$ cat config.mk
export PLATFORM = sky130hd
export DESIGN_NAME = lru_ttl_result_cache
export DESIGN_NICKNAME = d
export VERILOG_FILES = /design/src/rtl/lrc_pkg.sv /design/src/rtl/lru_ttl_result_cache.sv /design/src/rtl/lrc_entry_ram.sv /design/src/rtl/lrc_entry_alu.sv
export SDC_FILE = /design/constraint.sdc
export NUM_CORES = 2
export LEC_CHECK = 0
export BUFFER_PORTS_ARGS = -buffer_cell sky130_fd_sc_hd__buf_4
export CORE_ASPECT_RATIO = 0.9
export CORE_UTILIZATION = 45
export CTS_CLUSTER_SIZE = 30
export DETAILED_ROUTE_END_ITERATION = 10
export SETUP_SLACK_MARGIN = 0.4
export SYNTH_ARGS = -nofsm -noshare
export SYNTH_HDL_FRONTEND = slang
export SYNTH_SLANG_ARGS = --single-unit
$ cat constraint.sdc
create_clock -name clk -period 13.3 [get_ports clk]
set_input_delay 0.665 -clock clk [delete_from_list [all_inputs] [get_ports clk]]
set_output_delay 0.665 -clock clk [all_outputs]
set_load 0.05 [all_outputs]
$ cat src/rtl/lrc_pkg.sv
// Shared types and codes for the LRU/TTL result cache.
// Payload structs, request and register codes, walk control structs.
// No dependencies.
`default_nettype none
package lrc_pkg;

  localparam logic [1:0] REQ_LOOKUP = 2'd0;
  localparam logic [1:0] REQ_INSERT = 2'd1;
  localparam logic [1:0] REQ_CLEAR  = 2'd2;

  localparam int CFG_IDX_W = 2;
  localparam logic [CFG_IDX_W-1:0] CFG_MAX_ENTRIES = 2'd0;
  localparam logic [CFG_IDX_W-1:0] CFG_TTL_MS      = 2'd1;

  typedef struct packed {
    logic [1:0]         req_type;
    logic [63:0]        key;
    logic signed [15:0] value_in;
    logic [31:0]        now_ms;
  } lrc_in_t;

  typedef struct packed {
    logic               hit;
    logic signed [15:0] value_out;
    logic               expired;
    logic [4:0]         evicted_count;
  } lrc_out_t;

  typedef enum logic [1:0] {
    UPD_HIT    = 2'd0,
    UPD_EXPIRE = 2'd1,
    UPD_INSERT = 2'd2
  } lrc_upd_op_t;

  typedef struct packed {
    lrc_upd_op_t op;
    logic        found;
    logic        is_found;
    logic        ent_valid;
  } lrc_walk_ctl_t;

  typedef struct packed {
    logic match;
    logic rank_we;
    logic clr_valid;
    logic evict;
    logic free_slot;
  } lrc_walk_res_t;

endpackage
`default_nettype wire

$ cat src/rtl/lru_ttl_result_cache.sv
// Top level of the LRU/TTL result cache: sequencer, valid bits, config.
// Depends on lrc_pkg, lrc_entry_ram and lrc_entry_alu.
`default_nettype none
// Fully associative result cache of DEPTH slots with LRU replacement and
// time-to-live expiry. Each input transfer is a lookup, insert or clear and
// yields exactly one result transfer. Lookups and inserts walk the entry
// store through its single read port, one slot per cycle: a search walk
// and a check state for the age compare, then, except for a lookup that
// misses, an update walk that rewrites recency ranks and drops evicted,
// replaced or expired slots; an insert then writes the new entry in a
// placement state. A clear or an unused request type goes from accept
// straight to the result state. A stalled result holds the result state
// until the output register frees. in_stall is high while an item is in
// flight. Valid bits are flip-flops cleared by reset, so no clearing pass
// follows reset. cfg_ready is always high; write max_entries and ttl_ms
// only while the block is idle.
module lru_ttl_result_cache #(
  parameter int DEPTH     = 16,
  parameter int KEY_BITS  = 64,
  parameter int TIME_BITS = 32
) (
  input  wire logic                           clk,
  input  wire logic                           rst_n,
  input  wire logic                           in_valid,
  output logic                                in_stall,
  input  wire lrc_pkg::lrc_in_t               in_data,
  output logic                                out_valid,
  input  wire logic                           out_stall,
  output lrc_pkg::lrc_out_t                   out_data,
  input  wire logic                           cfg_valid,
  output logic                                cfg_ready,
  input  wire logic [lrc_pkg::CFG_IDX_W-1:0]  cfg_index,
  input  wire logic [31:0]                    cfg_data
);

  localparam int IW   = (DEPTH > 1) ? $clog2(DEPTH) : 1;
  localparam int CNW  = $clog2(DEPTH + 1);
  localparam int CW   = (TIME_BITS > 32) ? TIME_BITS : 32;
  localparam int MW   = KEY_BITS + 16 + TIME_BITS + IW;
  localparam logic [IW-1:0] LAST = IW'(DEPTH - 1);

  typedef enum logic [5:0] {
    S_IDLE   = 6'b000001,
    S_SCAN   = 6'b000010,
    S_CHECK  = 6'b000100,
    S_UPDATE = 6'b001000,
    S_PLACE  = 6'b010000,
    S_RESULT = 6'b100000
  } state_t;

  // control state
  state_t               state_r, state_nxt;
  logic [DEPTH-1:0]     valid_r, valid_nxt;
  logic [CNW-1:0]       count_r, count_nxt;
  logic [4:0]           max_r, max_nxt;
  logic [31:0]          ttl_r, ttl_nxt;
  logic                 found_r, found_nxt;
  logic                 free_found_r, free_found_nxt;
  logic                 out_valid_r, out_valid_nxt;
  logic                 iss_on_r, iss_on_nxt;
  logic                 d_on_r, d_on_nxt;

  // payload state
  lrc_pkg::lrc_in_t     req_r, req_nxt;
  lrc_pkg::lrc_upd_op_t op_r, op_nxt;
  logic [IW-1:0]        fidx_r, fidx_nxt;
  logic [IW-1:0]        frank_r, frank_nxt;
  logic signed [15:0]   fval_r, fval_nxt;
  logic [TIME_BITS-1:0] fstamp_r, fstamp_nxt;
  logic [IW-1:0]        free_idx_r, free_idx_nxt;
  logic                 res_hit_r, res_hit_nxt;
  logic signed [15:0]   res_val_r, res_val_nxt;
  logic                 res_exp_r, res_exp_nxt;
  logic [CNW-1:0]       ev_r, ev_nxt;
  lrc_pkg::lrc_out_t    out_r, out_nxt;
  logic [IW-1:0]        iss_r, iss_nxt;
  logic [IW-1:0]        d_idx_r, d_idx_nxt;

  // entry store ports and unpacked read word
  logic                 mem_we;
  logic [IW-1:0]        mem_wa;
  logic [MW-1:0]        mem_wd;
  logic [MW-1:0]        mem_rd;
  logic [KEY_BITS-1:0]  d_key;
  logic signed [15:0]   d_val;
  logic [TIME_BITS-1:0] d_stamp;
  logic [IW-1:0]        d_rank;

  lrc_pkg::lrc_walk_ctl_t walk_ctl;
  lrc_pkg::lrc_walk_res_t walk_res;
  logic [IW-1:0]        new_rank;

  logic                 cap_full;
  logic [IW-1:0]        cap_m1;
  logic [KEY_BITS-1:0]  req_key;
  logic [TIME_BITS-1:0] req_now;
  logic [TIME_BITS-1:0] age;
  logic                 live;
  logic                 walk_start;
  logic                 walk_last;
  logic                 accept;

  assign d_key   = mem_rd[MW-1 -: KEY_BITS];
  assign d_val   = mem_rd[IW+TIME_BITS +: 16];
  assign d_stamp = mem_rd[IW +: TIME_BITS];
  assign d_rank  = mem_rd[IW-1:0];

  assign req_key = req_r.key[KEY_BITS-1:0];
  assign req_now = TIME_BITS'(req_r.now_ms);

  // A limit of zero or above the table depth means the full table.
  assign cap_full = (max_r == 5'd0) || (32'(max_r) > DEPTH);
  assign cap_m1   = cap_full ? LAST : IW'(max_r - 5'd1);

  // Wrapping age; zero TTL disables expiry.
  assign age  = req_now - fstamp_r;
  assign live = (ttl_r == 32'd0) || (CW'(age) <= CW'(ttl_r));

  assign walk_last = d_on_r && (d_idx_r == LAST);
  assign accept    = in_valid && !in_stall;

  assign in_stall  = (state_r != S_IDLE);
  assign cfg_ready = 1'b1;
  assign out_valid = out_valid_r;
  assign out_data  = out_r;

  assign walk_ctl.op        = op_r;
  assign walk_ctl.found     = found_r;
  assign walk_ctl.is_found  = found_r && (d_idx_r == fidx_r);
  assign walk_ctl.ent_valid = valid_r[d_idx_r];

  lrc_entry_ram #(
    .DEPTH (DEPTH),
    .WIDTH (MW)
  ) u_ram (
    .clk     (clk),
    .wr_en   (mem_we),
    .wr_addr (mem_wa),
    .wr_data (mem_wd),
    .rd_addr (iss_r),
    .rd_data (mem_rd)
  );

  lrc_entry_alu #(
    .KEY_BITS (KEY_BITS),
    .IW       (IW)
  ) u_alu (
    .ctl      (walk_ctl),
    .ent_key  (d_key),
    .req_key  (req_key),
    .rank     (d_rank),
    .frank    (frank_r),
    .cap_m1   (cap_m1),
    .res      (walk_res),
    .new_rank (new_rank)
  );

  always_comb begin
    state_nxt      = state_r;
    valid_nxt      = valid_r;
    count_nxt      = count_r;
    max_nxt        = max_r;
    ttl_nxt        = ttl_r;
    found_nxt      = found_r;
    free_found_nxt = free_found_r;
    req_nxt        = req_r;
    op_nxt         = op_r;
    fidx_nxt       = fidx_r;
    frank_nxt      = frank_r;
    fval_nxt       = fval_r;
    fstamp_nxt     = fstamp_r;
    free_idx_nxt   = free_idx_r;
    res_hit_nxt    = res_hit_r;
    res_val_nxt    = res_val_r;
    res_exp_nxt    = res_exp_r;
    ev_nxt         = ev_r;
    out_nxt        = out_r;
    walk_start     = 1'b0;
    mem_we         = 1'b0;
    mem_wa         = d_idx_r;
    mem_wd         = {d_key, d_val, d_stamp, new_rank};

    // drop the held result once the sink takes it
    out_valid_nxt = out_valid_r && out_stall;

    if (cfg_valid && cfg_ready) begin
      case (cfg_index)
        lrc_pkg::CFG_MAX_ENTRIES: max_nxt = cfg_data[4:0];
        lrc_pkg::CFG_TTL_MS:      ttl_nxt = cfg_data;
        default:                  max_nxt = max_r;
      endcase
    end

    case (state_r)
      S_IDLE: begin
        if (accept) begin
          req_nxt        = in_data;
          found_nxt      = 1'b0;
          free_found_nxt = 1'b0;
          res_hit_nxt    = 1'b0;
          res_val_nxt    = -16'sd1;
          res_exp_nxt    = 1'b0;
          ev_nxt         = '0;
          case (in_data.req_type)
            lrc_pkg::REQ_LOOKUP, lrc_pkg::REQ_INSERT: begin
              walk_start = 1'b1;
              state_nxt  = S_SCAN;
            end
            lrc_pkg::REQ_CLEAR: begin
              valid_nxt = '0;
              count_nxt = '0;
              state_nxt = S_RESULT;
            end
            default: state_nxt = S_RESULT;
          endcase
        end
      end
      S_SCAN: begin
        // latch the first valid slot whose key matches
        if (d_on_r && walk_res.match && !found_r) begin
          found_nxt  = 1'b1;
          fidx_nxt   = d_idx_r;
          frank_nxt  = d_rank;
          fval_nxt   = d_val;
          fstamp_nxt = d_stamp;
        end
        if (walk_last) begin
          state_nxt = S_CHECK;
        end
      end
      S_CHECK: begin
        if (req_r.req_type == lrc_pkg::REQ_INSERT) begin
          op_nxt     = lrc_pkg::UPD_INSERT;
          walk_start = 1'b1;
          state_nxt  = S_UPDATE;
        end else if (!found_r) begin
          state_nxt = S_RESULT;
        end else if (live) begin
          res_hit_nxt = 1'b1;
          res_val_nxt = fval_r;
          op_nxt      = lrc_pkg::UPD_HIT;
          walk_start  = 1'b1;
          state_nxt   = S_UPDATE;
        end else begin
          res_exp_nxt = 1'b1;
          op_nxt      = lrc_pkg::UPD_EXPIRE;
          walk_start  = 1'b1;
          state_nxt   = S_UPDATE;
        end
      end
      S_UPDATE: begin
        if (d_on_r) begin
          mem_we = walk_res.rank_we;
          if (walk_res.clr_valid) begin
            valid_nxt[d_idx_r] = 1'b0;
          end
          ev_nxt = ev_r + {{(CNW-1){1'b0}}, walk_res.evict};
          // remember the lowest slot that is free once this walk is done
          if (op_r == lrc_pkg::UPD_INSERT && !free_found_r && walk_res.free_slot) begin
            free_found_nxt = 1'b1;
            free_idx_nxt   = d_idx_r;
          end
        end
        if (walk_last) begin
          if (op_r == lrc_pkg::UPD_INSERT) begin
            state_nxt = S_PLACE;
          end else begin
            if (op_r == lrc_pkg::UPD_EXPIRE) begin
              count_nxt = count_r - CNW'(1);
            end
            state_nxt = S_RESULT;
          end
        end
      end
      S_PLACE: begin
        mem_we    = 1'b1;
        mem_wa    = free_idx_r;
        mem_wd    = {req_key, req_r.value_in, req_now, {IW{1'b0}}};
        valid_nxt[free_idx_r] = 1'b1;
        count_nxt = count_r - {{(CNW-1){1'b0}}, found_r} - ev_r + CNW'(1);
        state_nxt = S_RESULT;
      end
      S_RESULT: begin
        // hold until the output register is free
        if (!out_valid_r || !out_stall) begin
          out_nxt.hit           = res_hit_r;
          out_nxt.value_out     = res_val_r;
          out_nxt.expired       = res_exp_r;
          out_nxt.evicted_count = 5'(ev_r);
          out_valid_nxt         = 1'b1;
          state_nxt             = S_IDLE;
        end
      end
      default: state_nxt = S_IDLE;
    endcase
  end

  // walk address generator: issue one read per cycle, data follows in the next cycle
  always_comb begin
    iss_nxt    = iss_r;
    iss_on_nxt = iss_on_r;
    if (walk_start) begin
      iss_nxt    = '0;
      iss_on_nxt = 1'b1;
    end else if (iss_on_r) begin
      iss_nxt = iss_r + IW'(1);
      if (iss_r == LAST) begin
        iss_on_nxt = 1'b0;
      end
    end
    d_on_nxt  = iss_on_r;
    d_idx_nxt = iss_r;
  end

  always_ff @(posedge clk) begin
    if (!rst_n) begin
      state_r      <= S_IDLE;
      valid_r      <= '0;
      count_r      <= '0;
      max_r        <= '0;
      ttl_r        <= '0;
      found_r      <= 1'b0;
      free_found_r <= 1'b0;
      out_valid_r  <= 1'b0;
      iss_on_r     <= 1'b0;
      d_on_r       <= 1'b0;
    end else begin
      state_r      <= state_nxt;
      valid_r      <= valid_nxt;
      count_r      <= count_nxt;
      max_r        <= max_nxt;
      ttl_r        <= ttl_nxt;
      found_r      <= found_nxt;
      free_found_r <= free_found_nxt;
      out_valid_r  <= out_valid_nxt;
      iss_on_r     <= iss_on_nxt;
      d_on_r       <= d_on_nxt;
    end
  end

  always_ff @(posedge clk) begin
    req_r      <= req_nxt;
    op_r       <= op_nxt;
    fidx_r     <= fidx_nxt;
    frank_r    <= frank_nxt;
    fval_r     <= fval_nxt;
    fstamp_r   <= fstamp_nxt;
    free_idx_r <= free_idx_nxt;
    res_hit_r  <= res_hit_nxt;
    res_val_r  <= res_val_nxt;
    res_exp_r  <= res_exp_nxt;
    ev_r       <= ev_nxt;
    out_r      <= out_nxt;
    iss_r      <= iss_nxt;
    d_idx_r    <= d_idx_nxt;
  end

  // entry count tracks the valid bits whenever no item is in flight
  a_count_matches_valid: assert property (@(posedge clk) disable iff (!rst_n)
    (state_r == S_IDLE) |-> ($countones(valid_r) == int'(count_r)))
    else $error("entry count out of step with valid bits");

  // an insert always finds a free slot before it writes
  a_place_has_slot: assert property (@(posedge clk) disable iff (!rst_n)
    (state_r == S_PLACE) |-> free_found_r)
    else $error("insert reached placement without a free slot");

  // an accepted transfer starts work on the next cycle
  a_accept_leaves_idle: assert property (@(posedge clk) disable iff (!rst_n)
    accept |=> (state_r != S_IDLE))
    else $error("accepted transfer did not start a sequence");

  // a lookup result is never both a hit and an expiry
  a_hit_xor_expired: assert property (@(posedge clk) disable iff (!rst_n)
    out_valid_r |-> !(out_r.hit && out_r.expired))
    else $error("result flags both hit and expired");

endmodule
`default_nettype wire

$ cat src/rtl/lrc_entry_ram.sv
// Entry store: one write port, one registered read port.
// Holds key, value, stamp and recency rank of every slot. No dependencies.
`default_nettype none
module lrc_entry_ram #(
  parameter int DEPTH = 16,
  parameter int WIDTH = 120
) (
  input  wire logic                     clk,
  input  wire logic                     wr_en,
  input  wire logic [$clog2(DEPTH)-1:0] wr_addr,
  input  wire logic [WIDTH-1:0]         wr_data,
  input  wire logic [$clog2(DEPTH)-1:0] rd_addr,
  output logic      [WIDTH-1:0]         rd_data
);

  logic [WIDTH-1:0] mem [DEPTH];
  logic [WIDTH-1:0] rd_data_r;

  always_ff @(posedge clk) begin
    if (wr_en) begin
      mem[wr_addr] <= wr_data;
    end
    rd_data_r <= mem[rd_addr];
  end

  assign rd_data = rd_data_r;

endmodule
`default_nettype wire

$ cat src/rtl/lrc_entry_alu.sv
// Per-entry compare and rank update unit, shared by every walk step.
// Depends on lrc_pkg for the walk control and result structs.
`default_nettype none
module lrc_entry_alu #(
  parameter int KEY_BITS = 64,
  parameter int IW       = 4
) (
  input  wire lrc_pkg::lrc_walk_ctl_t ctl,
  input  wire logic [KEY_BITS-1:0]    ent_key,
  input  wire logic [KEY_BITS-1:0]    req_key,
  input  wire logic [IW-1:0]          rank,
  input  wire logic [IW-1:0]          frank,
  input  wire logic [IW-1:0]          cap_m1,
  output lrc_pkg::lrc_walk_res_t      res,
  output logic      [IW-1:0]          new_rank
);

  logic [IW-1:0] shifted;

  always_comb begin
    res       = '0;
    new_rank  = rank;
    res.match = ctl.ent_valid && (ent_key == req_key);
    shifted   = (ctl.found && (rank > frank)) ? rank - IW'(1) : rank;
    case (ctl.op)
      lrc_pkg::UPD_HIT: begin
        if (ctl.ent_valid) begin
          res.rank_we = 1'b1;
          if (ctl.is_found) begin
            new_rank = '0;
          end else if (rank < frank) begin
            new_rank = rank + IW'(1);
          end
        end
      end
      lrc_pkg::UPD_EXPIRE: begin
        if (ctl.ent_valid) begin
          if (ctl.is_found) begin
            res.clr_valid = 1'b1;
          end else if (rank > frank) begin
            res.rank_we = 1'b1;
            new_rank    = rank - IW'(1);
          end
        end
      end
      lrc_pkg::UPD_INSERT: begin
        if (ctl.ent_valid) begin
          if (ctl.is_found) begin
            res.clr_valid = 1'b1;
          end else if (shifted >= cap_m1) begin
            res.clr_valid = 1'b1;
            res.evict     = 1'b1;
          end else begin
            res.rank_we = 1'b1;
            new_rank    = shifted + IW'(1);
          end
        end
      end
      default: begin
        res.rank_we = 1'b0;
      end
    endcase
    res.free_slot = !ctl.ent_valid || res.clr_valid;
  end

endmodule
`default_nettype wire
==> impl_metrics.py <==
metrics = {
    "run_status": {
        "status": "completed",
    },
    "die": {
        "ios": 179,
        "core_area_um2": 193000,
        "die_w_um": 466,
        "die_h_um": 420,
        "start_util": 0.452,
        "rows": 153,
        "die_area_um2": 196000,
    },
    "critical_path": {
        "critPathCaptureType": "flop",
        "arrival_ns": 7.31,
        "crit_path_start_kind": "flop",
        "cp_data_required_time_ns": 13.74,
        "rrSetupSlack_ns": 6.43,
        "rr_startpoint": "u_ram.rd_data[1]",
        "critPathKind": "reg -> reg",
        "r2r.worst_path.cells": 19,
        "r2r-end": "u_ram.mem[3][65]",
        "crit_fanout": 32,
    },
    "finish": {
        "multi_input_area_um2": 20200,
        "nets": 4952,
        "seqCellArea_um2": 66200,
        "final_util": 0.521,
        "area_delta_synth_final_pct": 15.2,
        "fillers": 15084,
        "diodes": 0,
        "final_layout_size_suffix_gt1_frac": 0.252,
    },
    "sta": {
        "hold_violations": 0,
        "slew_viol_final": 0,
        "timing.fmax_mhz": 146,
        "skew_ns": 0.0707,
        "setup_viol": 0,
        "slew_headroom": 0.163,
        "tightest_slew_ns": 1.25,
        "min_period_over_period": 0.516,
        "rsz0062_at_grt": "no",
        "final.min_clock_period_ns": 6.87,
        "tns_ns": 0,
    },
    "drt": {
        "via_count": 42221,
        "drcViolationCount": 0,
        "ant_nets": 0,
        "vias_per_cell": 5.66,
        "dr.pass1.iters": 5,
        "dr.first_iter.drc_count": 4279,
        "avgRoutedWirePerCell_um": 26.8,
        "drt_wl_total_um": 200000,
    },
    "synthesis": {
        "synth-main-ff-cell": "edfxtp_1",
        "ys_types": 76,
        "async_reset_ff_frac": 0,
        "synth.net_count": 4521,
        "synth_edf_count": 2078,
        "synth_top_cell_area_share": 0.715,
        "synth-seq-area-share": 0.758,
        "postSynthRegisterBits": 2266,
        "yosysMostFrequentCell": "edfxtp_1",
        "netlist_area_um2": 87300,
        "synth_cells": 4285,
        "synth_area_leaders": "edfxtp_1 71%, mux4_2 15%, dfxtp_1 4.3%, nand2_1 1.8%, ha_1 1.2%",
        "synthTopCellsByCount": "2078 x edfxtp_1, 585 x mux4_2, 419 x nand2_1",
        "avgSynthCellArea_um2": 20.4,
        "post-synth-top-area-cell": "edfxtp_1",
        "yosys_warnings": 0,
    },
    "worst_hold_path": {
        "hold_path.class": "in -> reg",
        "holdPathEnd": "ttl_r[15]",
        "hold_depth": 3,
        "min_from": "cfg_data[15]",
    },
    "cts": {
        "insertion_delay_ns": 0.87,
        "clkSinkCount": 2266,
        "ctsHoldBuffers": 121,
        "root_buffer": "clkbuf_16",
        "clock_path_buffers": 3,
        "cts_max_level": 4,
        "post_cts_resized": 0,
        "cts_setup_buffers": 0,
        "path_clk_slew_ns": 0.07,
        "cts_tree": "built",
        "cts-buffers-inserted": 220,
    },
    "power": {
        "peakVddDrop_uv": 130,
        "p_leak_nw": 32.4,
        "power_density_nw_per_um2": 195,
    },
    "global_routing": {
        "grt_start_max_net_pins": 126,
        "grt_usage": 0.206,
        "first_global_vias": 42775,
        "grt_pass1_wl_um": 294000,
        "overflow": 0,
        "antenna_found_initial": 3,
    },
    "placed_design": {
        "place_hpwl_um": 110000,
        "numPortBuffers": 177,
        "place.gp.congestion": 0.822,
    },
    "job": {
        "maxCapViolations": 0,
    },
}
## routing by layer
layer  global-route usage  up-vias  wire length (um)
met5                    0        -                 0
met4               0.0467        0              3530
met3               0.0342      221             11900
met2                0.325     1262             95100
met1                0.303    22519             89600
li1                     -    18219                 -
## through the flow
step	worst slack [ns]	hold WS, ns	cells	cell area [um2]	power (W)
after CTS	6.39	0.0000808	7465	101000	0.0198
after global placement	6.44	0.403	6930	92100	0.0136
after floorplan	4.20	0.329	4285	87300	0.0123
after global routing	5.95	0.0169	7465	101000	0.0204
final	6.43	0.0663	7465	101000	0.0196
after detailed placement	6.41	0.405	6930	92100	0.0136
## flip-flops by register name, indices dropped and copies added, names as in the netlist, 4 cells and up
register,flops
req_now,32
frank_r,4
fidx_r,4
max_r,5
valid_r,16
fval_r,16
ttl_r,32
req_r,18
d_idx_r,4
state_r,6
req_key,64
out_data,23
fstamp_r,32
res_val_r,16
u_ram.mem,1856
free_idx_r,4
ev_r,5
u_ram.rd_data,116
d_idx_nxt,4
## kinds of logic after synthesis
family,Yosys count,synth area share
DFF,2266,0.758
and+or+nand+nor,665,0.0335
muxes,591,0.152
buffers and inverters,301,0.0131
AOI/OAI and AO/OA,282,0.0224
xor gates and xnor gates,96,0.00963
adders and majority gates,83,0.0120
other,1,0.0000429
## worst max path at each step
| stage | depth (start not counted) | end | startpoint | slack (ns) |
|---|---|---|---|---|
| global route | 19 | u_ram.mem[3][51] | u_ram.rd_data[1] | 5.95 |
| global placement | 19 | u_ram.mem[3][42] | u_ram.rd_data[1] | 6.44 |
| finish | 19 | u_ram.mem[3][65] | u_ram.rd_data[1] | 6.43 |
| floorplan | 17 | u_ram.mem[10][0] | u_ram.rd_data[1] | 4.20 |
| detailed placement | 19 | u_ram.mem[3][54] | u_ram.rd_data[1] | 6.41 |
| CTS | 19 | u_ram.mem[3][65] | u_ram.rd_data[1] | 6.39 |
## layout by cell type (no fill, tap or decap), types with 16 or more instances in the layout
master and n:
dlygate4sd3_1 121, buf_4 268, xnor2_1 46, clkbuf_16 222, clkinv_2 42, nor2b_1 17
clkbuf_1 58, nor2_1 71, dfxtp_1 184, nand4_1 26, nor4_1 22, ha_1 82
nor2_4 16, clkbuf_8 18, o21ai_0 71, clkinv_1 36, edfxtp_1 2078, xor2_1 50
a21o_1 23, or2_2 18, mux4_2 585, inv_1 113, a21boi_0 34, a21oi_1 43
nand2_1 419
## power by group
group	internal (W)	switching, W
Combinational	0.00182	0.00231
Sequential	0.00897	0.000312
Clock	0.00348	0.00269
## critical path: stages, from the launching register on
cell and delay, ns:
dfxtp_1 0.55, ha_1 0.32, nor2b_1 0.13, o21a_1 0.16, o21a_1 0.20, o211ai_1 0.55
xnor2_1 0.22, inv_1 0.08, ha_1 0.27, nand2b_1 0.14, a21o_1 0.17, a21o_1 0.19
a211oi_2 0.29, and2_4 0.24, a221oi_4 0.05, nor4_4 0.42, a32oi_2 0.31, nor2_4 0.90
buf_4 0.69, buf_4 0.59
## layout make-up
cell class | count | area share
Inverter | 114 | 0.00431
Tap cell | 2557 | 0.0318
Clock buffer | 298 | 0.0599
Multi-Input combinational cell | 1718 | 0.200
Clock inverter | 116 | 0.0119
Timing Repair Buffer | 396 | 0.0334
Sequential cell | 2266 | 0.658
No activity file was read; power rests on OpenSTA's default activity.
